$ cat src/rtl/core/rrc_pkg.sv
`timescale 1ns / 1ps
package rrc_pkg;
    localparam int FifoDepthLog2 = 3;
    localparam int FifoDepth = 1 << FifoDepthLog2;

    localparam logic [3:0] K_TICK = 4'd0;
    localparam logic [3:0] K_CHAN = 4'd1;
    localparam logic [3:0] K_CHECK = 4'd2;
    localparam logic [3:0] K_CONN = 4'd3;
    localparam logic [3:0] K_DISC = 4'd4;
    localparam logic [3:0] K_READ = 4'd5;
    localparam logic [3:0] K_WRITE = 4'd6;
    localparam logic [3:0] K_RESP = 4'd7;
    localparam logic [3:0] K_CLEAR = 4'd8;
    localparam logic [3:0] K_START = 4'd9;
    localparam logic [3:0] K_STOP = 4'd10;
    localparam logic [3:0] K_LERR = 4'd11;
    localparam logic [3:0] K_RECOVER = 4'd12;

    localparam logic [2:0] OP_CHAN = 3'd0;
    localparam logic [2:0] OP_CHECK = 3'd1;
    localparam logic [2:0] OP_POLL = 3'd2;
    localparam logic [2:0] OP_CONN = 3'd3;
    localparam logic [2:0] OP_DISC = 3'd4;
    localparam logic [2:0] OP_READ = 3'd5;
    localparam logic [2:0] OP_WRITE = 3'd6;

    localparam logic [2:0] RT_CHECK = 3'd0;
    localparam logic [2:0] RT_POLL = 3'd1;
    localparam logic [2:0] RT_CONN = 3'd2;
    localparam logic [2:0] RT_DISC = 3'd3;
    localparam logic [2:0] RT_READ = 3'd4;
    localparam logic [2:0] RT_WRITE = 3'd5;

    localparam logic [3:0] EV_SEND = 4'd0;
    localparam logic [3:0] EV_CHAN = 4'd1;
    localparam logic [3:0] EV_TIMEOUT = 4'd2;
    localparam logic [3:0] EV_LINK = 4'd3;
    localparam logic [3:0] EV_READ = 4'd4;
    localparam logic [3:0] EV_CHECK = 4'd5;
    localparam logic [3:0] EV_FAIL = 4'd6;
    localparam logic [3:0] EV_IDLE = 4'd7;
    localparam logic [3:0] EV_ERROR = 4'd8;

    localparam logic [2:0] REG_TIMEOUT = 3'd0;
    localparam logic [2:0] REG_POLL = 3'd1;
    localparam logic [2:0] REG_SETTLE = 3'd2;
    localparam logic [2:0] REG_RETRY = 3'd3;
    localparam logic [2:0] REG_CRETRY = 3'd4;

    typedef enum logic [2:0] {
        MODE_READY = 3'b001,
        MODE_OPER  = 3'b010,
        MODE_ERROR = 3'b100
    } t_mode;

    typedef struct packed {
        logic [15:0] len;
        logic [7:0]  dref;
        logic [7:0]  chr;
        logic [7:0]  chan;
        logic [2:0]  op;
    } t_req;

    typedef struct packed {
        logic [15:0] unparsed;
        logic [15:0] length;
        logic [7:0]  data_ref;
        logic [7:0]  char_id;
        logic [7:0]  channel;
        logic [2:0]  pdu_type;
        logic [3:0]  ev;
    } t_res;

    // request kind to queued operation
    function automatic logic [2:0] kind_to_op(input logic [3:0] k);
        case (k)
            K_CHAN:  return OP_CHAN;
            K_CHECK: return OP_CHECK;
            K_CONN:  return OP_CONN;
            K_DISC:  return OP_DISC;
            K_READ:  return OP_READ;
            K_WRITE: return OP_WRITE;
            default: return OP_CHAN;
        endcase
    endfunction
endpackage

$ cat src/rtl/core/rrc_fifo.sv
`timescale 1ns / 1ps
module rrc_fifo (
    input  logic                            i_clk,
    input  logic                            i_we,
    input  logic [rrc_pkg::FifoDepthLog2-1:0] i_waddr,
    input  rrc_pkg::t_req                   i_wdata,
    input  logic [rrc_pkg::FifoDepthLog2-1:0] i_raddr,
    output rrc_pkg::t_req                   o_rdata
);
    rrc_pkg::t_req r_mem [rrc_pkg::FifoDepth];

    always_ff @(posedge i_clk) begin
        if (i_we) begin
            r_mem[i_waddr] <= i_wdata;
        end
        o_rdata <= r_mem[i_raddr];
    end
endmodule

$ cat src/rtl/core/request_response_client.sv
`timescale 1ns / 1ps
// channel      | dir | handshake            | contents
// config       | in  | i_cfg_we             | register index, write data
// s_axis       | in  | tvalid/tready        | one input transaction
// m_axis       | out | tvalid/tready, tlast | one result transaction
//
// an input transaction first reads the request fifo memory at its head and is
// then evaluated with the registered read data. results go into a two-entry
// output queue; a new input is taken while none is being evaluated and the
// queue is empty or its last result is being taken. reset is synchronous
// and clears all control state; fifo entries stay undefined until written.
module request_response_client (
    input  logic        i_clk,
    input  logic        i_rst_n,
    input  logic        i_cfg_we,
    input  logic [2:0]  i_cfg_index,
    input  logic [15:0] i_cfg_data,
    input  logic        s_axis_tvalid,
    output logic        s_axis_tready,
    // kind[3:0], now_ms[35:4], channel[43:36], char_id[51:44],
    // data_ref[59:52], data_length[75:60], resp_type[78:76],
    // resp_ok[79], unparsed_size[95:80]
    input  logic [95:0] s_axis_tdata,
    output logic        m_axis_tvalid,
    input  logic        m_axis_tready,
    // out_event[3:0], out_pdu_type[6:4], out_channel[14:7],
    // out_char_id[22:15], out_data_ref[30:23], out_length[46:31],
    // out_unparsed[62:47], out_connected[63]
    output logic [63:0] m_axis_tdata,
    output logic        m_axis_tlast
);
    localparam int AW = rrc_pkg::FifoDepthLog2;

    // configuration registers
    logic [15:0] r_timeout, r_poll_per, r_settle;
    logic [7:0]  r_max_ret, r_max_cret;

    always_ff @(posedge i_clk) begin
        if (!i_rst_n) begin
            r_timeout <= 16'd100;
            r_poll_per <= 16'd1000;
            r_settle <= 16'd50;
            r_max_ret <= 8'd3;
            r_max_cret <= 8'd1;
        end else if (i_cfg_we) begin
            case (i_cfg_index)
                rrc_pkg::REG_TIMEOUT: r_timeout <= i_cfg_data;
                rrc_pkg::REG_POLL:    r_poll_per <= i_cfg_data;
                rrc_pkg::REG_SETTLE:  r_settle <= i_cfg_data;
                rrc_pkg::REG_RETRY:   r_max_ret <= i_cfg_data[7:0];
                rrc_pkg::REG_CRETRY:  r_max_cret <= i_cfg_data[7:0];
                default: ;
            endcase
        end
    end

    // control state
    logic [AW:0]   r_count;
    logic [AW-1:0] r_head;
    rrc_pkg::t_mode r_mode;
    rrc_pkg::t_req r_cur;
    logic          r_link, r_await, r_settling;
    logic [7:0]    r_retry, r_act_chan;
    logic [31:0]   r_req_time, r_poll_time, r_settle_start;

    // stage 1 holds the accepted item while the fifo read completes
    logic          r_busy;
    logic [95:0]   r_in;

    // output queue
    rrc_pkg::t_res r_q0, r_q1;
    logic          r_q0v, r_q1v, r_q0last, r_q1last;
    logic          r_q0conn, r_q1conn;

    logic          q_free;
    assign q_free = !r_q0v || (!r_q1v && m_axis_tready);
    // tready drops for the evaluation cycle and while the queue has no room
    assign s_axis_tready = !r_busy && q_free;

    logic s_acc;
    assign s_acc = s_axis_tvalid && s_axis_tready;

    rrc_pkg::t_req fifo_rd, wr_req;
    logic          fifo_we;
    logic [AW-1:0] fifo_waddr;

    rrc_fifo u_fifo (
        .i_clk  (i_clk),
        .i_we   (fifo_we),
        .i_waddr(fifo_waddr),
        .i_wdata(wr_req),
        .i_raddr(r_head),
        .o_rdata(fifo_rd)
    );

    // fields of the held item
    logic [3:0]  kind;
    logic [31:0] now;
    logic [7:0]  in_chan;
    logic [2:0]  rtype;
    logic        rok;
    logic [15:0] unp;
    assign kind = r_in[3:0];
    assign now = r_in[35:4];
    assign in_chan = r_in[43:36];
    assign rtype = r_in[78:76];
    assign rok = r_in[79];
    assign unp = r_in[95:80];

    assign wr_req.op = rrc_pkg::kind_to_op(kind);
    assign wr_req.chan = r_in[43:36];
    assign wr_req.chr = r_in[51:44];
    assign wr_req.dref = r_in[59:52];
    assign wr_req.len = r_in[75:60];
    assign fifo_waddr = r_head + r_count[AW-1:0];
    assign fifo_we = r_busy && kind >= rrc_pkg::K_CHAN && kind <= rrc_pkg::K_WRITE
                     && r_count < (AW+1)'(rrc_pkg::FifoDepth);

    // next-state evaluation
    logic [AW:0]   n_count;
    logic [AW-1:0] n_head;
    rrc_pkg::t_mode n_mode;
    rrc_pkg::t_req n_cur;
    logic          n_link, n_await, n_settling;
    logic [7:0]    n_retry, n_act_chan;
    logic [31:0]   n_req_time, n_poll_time, n_settle_start;
    rrc_pkg::t_res res [2];
    logic [1:0]    nres;

    logic [31:0] el_poll, el_settle, el_req;
    logic [8:0]  rn;
    logic [7:0]  lim;
    assign el_poll = now - r_poll_time;
    assign el_settle = now - r_settle_start;
    assign el_req = now - r_req_time;

    always_comb begin
        rrc_pkg::t_res e;
        logic do_start;
        logic [2:0] sop;
        n_count = r_count;
        n_head = r_head;
        n_mode = r_mode;
        n_cur = r_cur;
        n_link = r_link;
        n_await = r_await;
        n_settling = r_settling;
        n_retry = r_retry;
        n_act_chan = r_act_chan;
        n_req_time = r_req_time;
        n_poll_time = r_poll_time;
        n_settle_start = r_settle_start;
        res[0] = '0;
        res[1] = '0;
        nres = 2'd0;
        e = '0;
        do_start = 1'b0;
        sop = rrc_pkg::OP_CHAN;
        rn = {1'b0, r_retry} + 9'd1;
        lim = (r_cur.op == rrc_pkg::OP_CHECK) ? r_max_cret : r_max_ret;

        case (kind)
            rrc_pkg::K_TICK: begin
                if (r_mode == rrc_pkg::MODE_OPER) begin
                    // a poll sends one result and sets the wait, so nothing
                    // later in this tick can emit a second start
                    if (r_link && el_poll > {16'd0, r_poll_per} && !r_await) begin
                        n_cur.op = rrc_pkg::OP_POLL;
                        e.ev = rrc_pkg::EV_SEND;
                        e.pdu_type = 3'd1;
                        res[0] = e;
                        nres = 2'd1;
                        n_req_time = now;
                        n_await = 1'b1;
                        n_poll_time = now;
                    end
                    if (r_settling && el_settle > {16'd0, r_settle})
                        n_settling = 1'b0;
                    if (n_await) begin
                        if (el_req > {16'd0, r_timeout}) begin
                            if (!r_await) begin
                                // just polled: the poll has just set a fresh request time,
                                // so no retry or timeout is taken on the old one
                            end else begin
                                n_retry = rn[8] ? 8'hFF : rn[7:0];
                                if (rn <= {1'b0, lim}) begin
                                    do_start = 1'b1;
                                    sop = r_cur.op;
                                end else begin
                                    res[nres[0]] = '0;
                                    res[nres[0]].ev = rrc_pkg::EV_TIMEOUT;
                                    nres = nres + 2'd1;
                                    if (r_link) begin
                                        n_link = 1'b0;
                                        res[nres[0]] = '0;
                                        res[nres[0]].ev = rrc_pkg::EV_LINK;
                                        nres = nres + 2'd1;
                                    end
                                    n_await = 1'b0;
                                end
                            end
                        end
                    end else if (!n_settling) begin
                        if (r_count != '0) begin
                            n_cur = fifo_rd;
                            n_head = r_head + AW'(1);
                            n_count = r_count - (AW+1)'(1);
                            n_retry = 8'd0;
                            do_start = 1'b1;
                            sop = fifo_rd.op;
                        end else begin
                            res[0] = '0;
                            res[0].ev = rrc_pkg::EV_IDLE;
                            nres = 2'd1;
                        end
                    end
                    if (do_start) begin
                        e = '0;
                        e.ev = rrc_pkg::EV_SEND;
                        case (sop)
                            rrc_pkg::OP_CHAN: if (!n_link) begin
                                n_settling = 1'b1;
                                n_settle_start = now;
                                n_act_chan = n_cur.chan;
                                e.ev = rrc_pkg::EV_CHAN;
                                e.channel = n_cur.chan;
                                res[nres[0]] = e;
                                nres = nres + 2'd1;
                                n_await = 1'b0;
                            end
                            rrc_pkg::OP_CHECK, rrc_pkg::OP_CONN: if (!n_link) begin
                                e.pdu_type = (sop == rrc_pkg::OP_CHECK) ? 3'd0 : 3'd2;
                                res[nres[0]] = e;
                                nres = nres + 2'd1;
                                n_req_time = now;
                                n_await = 1'b1;
                            end
                            rrc_pkg::OP_POLL, rrc_pkg::OP_DISC, rrc_pkg::OP_READ,
                            rrc_pkg::OP_WRITE: if (n_link) begin
                                e.pdu_type = sop - 3'd1;
                                if (sop == rrc_pkg::OP_READ || sop == rrc_pkg::OP_WRITE)
                                    e.char_id = n_cur.chr;
                                if (sop == rrc_pkg::OP_WRITE) begin
                                    e.data_ref = n_cur.dref;
                                    e.length = n_cur.len;
                                end
                                if (sop == rrc_pkg::OP_POLL) n_poll_time = now;
                                res[nres[0]] = e;
                                nres = nres + 2'd1;
                                n_req_time = now;
                                n_await = 1'b1;
                            end
                            default: ;
                        endcase
                    end
                end
            end
            rrc_pkg::K_RESP: begin
                if (r_mode == rrc_pkg::MODE_OPER && r_await) begin
                    case (rtype)
                        rrc_pkg::RT_CHECK: if (r_cur.op == rrc_pkg::OP_CHECK && !r_link) begin
                            res[0].ev = rrc_pkg::EV_CHECK;
                            res[0].channel = r_act_chan;
                            res[0].data_ref = r_cur.dref;
                            res[0].length = r_cur.len;
                            res[0].unparsed = unp;
                            nres = 2'd1;
                            n_await = 1'b0;
                        end
                        rrc_pkg::RT_POLL: if (r_cur.op == rrc_pkg::OP_POLL && r_link)
                            n_await = 1'b0;
                        rrc_pkg::RT_CONN: if (r_cur.op == rrc_pkg::OP_CONN && !r_link) begin
                            if (rok) begin
                                n_link = 1'b1;
                                n_poll_time = now;
                                res[0].ev = rrc_pkg::EV_LINK;
                            end else begin
                                res[0].ev = rrc_pkg::EV_FAIL;
                            end
                            nres = 2'd1;
                            n_await = 1'b0;
                        end
                        rrc_pkg::RT_DISC: if (r_cur.op == rrc_pkg::OP_DISC && r_link) begin
                            n_link = 1'b0;
                            res[0].ev = rrc_pkg::EV_LINK;
                            nres = 2'd1;
                            n_await = 1'b0;
                        end
                        rrc_pkg::RT_READ: if (r_cur.op == rrc_pkg::OP_READ && r_link) begin
                            if (rok) begin
                                res[0].ev = rrc_pkg::EV_READ;
                                res[0].char_id = r_cur.chr;
                                res[0].data_ref = r_cur.dref;
                                res[0].length = r_cur.len;
                                res[0].unparsed = unp;
                            end else begin
                                res[0].ev = rrc_pkg::EV_FAIL;
                            end
                            nres = 2'd1;
                            n_await = 1'b0;
                        end
                        rrc_pkg::RT_WRITE: if (r_cur.op == rrc_pkg::OP_WRITE && r_link) begin
                            if (!rok) begin
                                res[0].ev = rrc_pkg::EV_FAIL;
                                nres = 2'd1;
                            end
                            n_await = 1'b0;
                        end
                        default: n_await = 1'b0;
                    endcase
                end
            end
            rrc_pkg::K_CLEAR: begin
                n_count = '0;
                n_head = '0;
            end
            rrc_pkg::K_START: begin
                if (r_mode == rrc_pkg::MODE_READY) begin
                    n_count = '0;
                    n_head = '0;
                    n_await = 1'b0;
                    n_link = 1'b0;
                    n_settling = 1'b0;
                    n_act_chan = in_chan;
                    n_mode = rrc_pkg::MODE_OPER;
                end
            end
            rrc_pkg::K_STOP: if (r_mode == rrc_pkg::MODE_OPER) n_mode = rrc_pkg::MODE_READY;
            rrc_pkg::K_LERR: begin
                n_mode = rrc_pkg::MODE_ERROR;
                res[0].ev = rrc_pkg::EV_ERROR;
                nres = 2'd1;
            end
            rrc_pkg::K_RECOVER: n_mode = rrc_pkg::MODE_READY;
            default: begin
                // requests are queued by the fifo write path
                if (fifo_we) n_count = r_count + (AW+1)'(1);
            end
        endcase
    end

    always_ff @(posedge i_clk) begin
        if (!i_rst_n) begin
            r_busy <= 1'b0;
            r_count <= '0;
            r_head <= '0;
            r_mode <= rrc_pkg::MODE_READY;
            r_cur <= '0;
            r_link <= 1'b0;
            r_await <= 1'b0;
            r_settling <= 1'b0;
            r_retry <= '0;
            r_act_chan <= '0;
            r_req_time <= '0;
            r_poll_time <= '0;
            r_settle_start <= '0;
            r_q0v <= 1'b0;
            r_q1v <= 1'b0;
        end else begin
            r_busy <= s_acc;
            if (s_acc) r_in <= s_axis_tdata;
            // drain the queue
            if (m_axis_tvalid && m_axis_tready) begin
                r_q0 <= r_q1;
                r_q0v <= r_q1v;
                r_q0last <= r_q1last;
                r_q0conn <= r_q1conn;
                r_q1v <= 1'b0;
            end
            if (r_busy) begin
                r_count <= n_count;
                r_head <= n_head;
                r_mode <= n_mode;
                r_cur <= n_cur;
                r_link <= n_link;
                r_await <= n_await;
                r_settling <= n_settling;
                r_retry <= n_retry;
                r_act_chan <= n_act_chan;
                r_req_time <= n_req_time;
                r_poll_time <= n_poll_time;
                r_settle_start <= n_settle_start;
                // queue is empty here (or emptying), so results land in order
                if (nres != 2'd0) begin
                    r_q0 <= res[0];
                    r_q0v <= 1'b1;
                    r_q0last <= (nres == 2'd1);
                    r_q0conn <= n_link;
                    r_q1 <= res[1];
                    r_q1v <= (nres == 2'd2);
                    r_q1last <= 1'b1;
                    r_q1conn <= n_link;
                end
            end
        end
    end

    assign m_axis_tvalid = r_q0v;
    assign m_axis_tlast = r_q0last;
    assign m_axis_tdata = {r_q0conn, r_q0.unparsed, r_q0.length, r_q0.data_ref,
                           r_q0.char_id, r_q0.channel, r_q0.pdu_type, r_q0.ev};
endmodule
$ cat config.mk
export PLATFORM = sky130hd
export DESIGN_NAME = request_response_client
export DESIGN_NICKNAME = d
export VERILOG_FILES = /design/src/rtl/core/rrc_pkg.sv /design/src/rtl/core/rrc_fifo.sv /design/src/rtl/core/request_response_client.sv
export SDC_FILE = /design/constraint.sdc
export NUM_CORES = 1
export LEC_CHECK = 0
export BUFFER_PORTS_ARGS = -buffer_cell sky130_fd_sc_hd__buf_2
export CAP_MARGIN = 20
export CORE_AREA = 2 2 401 403
export DETAILED_ROUTE_END_ITERATION = 6
export DIE_AREA = 0 0 403 405
export GPL_TIMING_DRIVEN = 0
export PLACE_DENSITY = 0.37
export SLEW_MARGIN = 20
export SYNTH_ARGS = -nofsm -noshare
export SYNTH_HDL_FRONTEND = slang
export SYNTH_SLANG_ARGS = --single-unit
export TNS_END_PERCENT = 1
$ cat constraint.sdc
create_clock -name i_clk -period 8.43 [get_ports i_clk]
set_input_delay 1.686 -clock i_clk [delete_from_list [all_inputs] [get_ports i_clk]]
set_output_delay 1.686 -clock i_clk [all_outputs]
set_load 0.05 [all_outputs]
==> results.md <==
- The run finished with clean final reports.
- The synthesized-area fraction occupied by and/or/nand/nor cells is 9.813%.
- By area, the combinational part of the netlist is dominated by compound AO/OA/AOI/OAI gates.
- The prevailing post-synth register cell is sky130_fd_sc_hd__edfxtp_1.
- For this block, the routed nets add up to 124.9 mm of wire.
- The library cell with the largest summed area after synthesis is sky130_fd_sc_hd__edfxtp_1.
- The worst relative slew slack is 26.17%.
- Counting flops and latches in the post-synthesis netlist gives 829.
- In this run, post-CTS hold repair placed 0 buffers.
- For this run the aggregate overflow at the end of global routing stands at 0.
- For this design the ratio of total power to cell area is 195.7 nW/µm².
- The leakage power is 16.58 nW.
- The post-route worst setup slack is 418.4 ps.
- For this design, the slowest cell found on the critical path is sky130_fd_sc_hd__edfxtp_1.
- Setup violations remaining at the end of the flow were counted as 0.
- The cell area after synthesis is 39410 µm².
- The synthesized netlist devotes 11.78% of its cell area to compound gates.
- The core region is 159300 µm².
- For the worst setup path, the data required time is 8890 ps.
- Among all cell types in the netlist, the one instantiated most often is sky130_fd_sc_hd__edfxtp_1.
- The reported max-cap violation count is 0.
- The adder-cell share of the synthesized area is 5.492%.
- The global-route wire length before repair is 185.2 mm.
- The async set-or-reset flop fraction in the synthesized netlist is 0%.
- Dividing the final minimum period by the clock period gives 95.04%.
- Setup repair after global routing left no endpoint under its margin.
- The share of the Yosys chip area taken by registers is 56.10%.
- The netlist uses 96 different library cells.
- The number of top-level pins is 187.
- The count of fill cells added during filler insertion is 16460.
- The number of global-route vias before repair was 27450.
- Once detail routing completed, the nets flagged for antenna violations numbered 0.
- Routability-driven placement finished with a final weighted congestion of 0.8340.
- The number of failing hold endpoints at the final stage came to 0.
- The average wire per cell in the routed design is 21.28 µm.
- The placed wire-length estimate after detailed placement is 92.43 mm.
- After synthesis, the share of cell area in mux cells is 11.39%.
- The clock insertion delay at the later pin of the skew report is 720 ps.
- The clock tree from TritonCTS is done.
- Relative to the synthesized area, the layout overhead comes to 20.04%.
- Sorting the synthesized cells by how often they occur yields sky130_fd_sc_hd__edfxtp_1 (551), sky130_fd_sc_hd__nand2_1 (404), sky130_fd_sc_hd__dfxtp_1 (278).
- In the global route stage, overall resource usage came out at 15.22%.
- The top-area cell type share of the netlist area is 41.98%.
- Input and output buffers added on the ports amount to 185.
- The net count of the finished layout is 3993.
- For this configuration, the core starts out at a cell density of 24.74%.
- The overall die width is 403 µm.
- For this design, the sink count on the clock tree is 829.
- The detailed router finished its first iteration with 1827 violations.
- Synthesis produced a netlist whose cell count is 3316.
- The first-pass iteration count of the detailed router is 5.
- The fraction of layout cells with a size suffix above 1 is 16.57%.
- The worst hold slack is 442.3 ps.
- The worst IR drop on VDD is 0.1360 mV.
- At the pin with the least slew margin, the transition time is 1099 ps.
- For this run, the number of Yosys warnings is 0.
- The max-slew violation total from the final report is 0.
- The sum of negative setup slack is 0 ps.
- The number of enable flip-flop cells after synthesis is 551.
- The number of antenna violations at the first check in global routing is 10.
- Sorting the synthesized cells by area gives the leading types as sky130_fd_sc_hd__edfxtp_1 (42%), sky130_fd_sc_hd__dfxtp_1 (14%), sky130_fd_sc_hd__ha_1 (5.2%), sky130_fd_sc_hd__mux2i_1 (5.1%), sky130_fd_sc_hd__mux4_2 (4.9%).
- The achievable frequency is 0.1248 GHz.
- The path class of the tightest hold or removal check is reg -> reg.
- The xor/xnor share of the synthesized area is 1.756%.
- STA classifies the critical path startpoint as a register.
- Counting along the longest clock path gives a buffer depth of 3.
- Entering global routing, the biggest net connects 53 pins.
- Counting the buffers created by CTS gives 98.
- The die span in y is 405 µm.
- The design draws 0.009260 W.
- The endpoint arrival time on the critical path is 8470 ps.
- The die covers 163200 µm².
- Of all nets on the critical path, the largest fanout is 15.
- The clock root buffer master is sky130_fd_sc_hd__clkbuf_16.
- The floorplan has 147 rows.
- The detailed-route via count is 26990.
- The worst setup skew after layout is 48.24 ps.
- The type of element capturing the critical path is a register.
- The delay of the slowest cell on the worst path is 550 ps.
- The start-to-end type of the worst setup path is reg -> reg.
- The average instance in the mapped netlist occupies 11.89 µm².
- The total number of H-tree levels is 3.
- Timing analysis after detailed placement gives a worst setup slack of -945.6 ps.
- The number of design rule violations left after detail routing is 0.
- Clock-pin slew was measured on the worst setup and hold paths at 60 ps.
- The final period demand of the worst path is 8012 ps.
- In the routed layout, each cell is associated on average with a via count of 4.597.
## critical path: cells and delay by family, from the launching register on
family | cells | cell delay (ps)
AO/OA/AOI/OAI | 15 | 3460
buffers and inverters | 7 | 1440
adder cells (fa/ha/maj) | 4 | 1300
AND/OR/NAND/NOR | 7 | 790
flip-flops | 1 | 550
XOR/XNOR | 1 | 170
## where the power goes
| part | internal (W) | switching (W) | total, W | leakage (nW) |
|---|---|---|---|---|
| Combinational | 0.000193 | 0.000393 | 0.000586 | 7.71 |
| Sequential | 0.00439 | 0.0000595 | 0.00445 | 7.30 |
| Clock | 0.00244 | 0.00179 | 0.00422 | 1.56 |
| Total | 0.00702 | 0.00224 | 0.00926 | 16.6 |
## sequential cells by signal, indices dropped and copies added (netlist names), 43 cells and up
name / flops
r_in: 96
m_axis_tdata: 63
r_q1: 45
u_fifo.r_mem: 344
u_fifo.o_rdata: 43
r_cur: 43
## per-stage QoR
stage / utilization [%] / instances / area (µm²)
floorplan: - / 3358 / 39570
global placement: 27.06 / 5629 / 43110
detailed placement: 27.60 / 5682 / 43960
CTS: 29.66 / 5868 / 47240
global route: 29.70 / 5871 / 47310
finish: 29.70 / 5872 / 47310
## cells by family (layout without fill, tap and decap cells)
kind of cell / count (synthesis) / after routing
buf+inv: 352 / 779
xor+xnor: 79 / 79
flops: 829 / 829
fa+ha+maj: 170 / 170
other cells: 1 / 44
compound gates: 701 / 701
simple gates: 849 / 849
mux: 335 / 335
## metal layers
| layer | up-vias | wire, µm | track usage (%) |
|---|---|---|---|
| met1 | 13290 | 57460 | 20.22 |
| met3 | 152 | 5462 | 2.921 |
| met5 | - | 34 | 0 |
| met4 | 4 | 2461 | 3.456 |
| li1 | 13080 | - | - |
| met2 | 463 | 59510 | 25.53 |
## worst paths after layout
| kind | from | to | slack, ps | depth (start not counted) |
|---|---|---|---|---|
| max reg2reg | r_in[8]$_DFFE_PP_ | r_q1[19]$_SDFFCE_PN0P_ | 420 | 34 |
| min reg2reg | u_fifo.o_rdata[21]$_DFF_P_ | r_cur[21]$_SDFFE_PN0P_ | 440 | 2 |
| min | u_fifo.o_rdata[21]$_DFF_P_ | r_cur[21]$_SDFFE_PN0P_ | 440 | 2 |
| max | r_in[8]$_DFFE_PP_ | r_q1[19]$_SDFFCE_PN0P_ | 420 | 34 |
## area by class of cell
type | count | area [µm²] | area share (%)
timing repair buffer | 246 | 1750 | 3.700
buffer | 160 | 730.7 | 1.544
sequential | 829 | 22110 | 46.74
antenna | 1 | 2.502 | 0.005289
multi-input combinational | 2177 | 16180 | 34.21
clock buffer | 145 | 2844 | 6.011
inverter | 191 | 716.9 | 1.515
tap | 2086 | 2610 | 5.517
clock inverter | 37 | 361.6 | 0.7643
## placed cells by master (no fill, tap or decap), types with 49 or more instances in the layout
cell type                   count
sky130_fd_sc_hd__o21ai_0      107
sky130_fd_sc_hd__dfxtp_1      278
sky130_fd_sc_hd__mux4_2        86
sky130_fd_sc_hd__a21oi_1      255
sky130_fd_sc_hd__edfxtp_1     551
sky130_fd_sc_hd__nand2_1      404
sky130_fd_sc_hd__nor2_1       159
sky130_fd_sc_hd__inv_1        189
sky130_fd_sc_hd__ha_1         165
sky130_fd_sc_hd__clkbuf_1     144
sky130_fd_sc_hd__nand3_1       49
sky130_fd_sc_hd__mux2i_1      200
sky130_fd_sc_hd__buf_2        205
sky130_fd_sc_hd__clkbuf_16    102
## timing repair
action                                  in CTS  in global routing
endpoints found under the setup margin     206                195
setup buffers                                4                  4
endpoints found under the hold margin        0                  0
gates resized for setup                      7                  9
pin swaps                                    1                  3
Note: power is estimated with default switching activity, not from simulation.
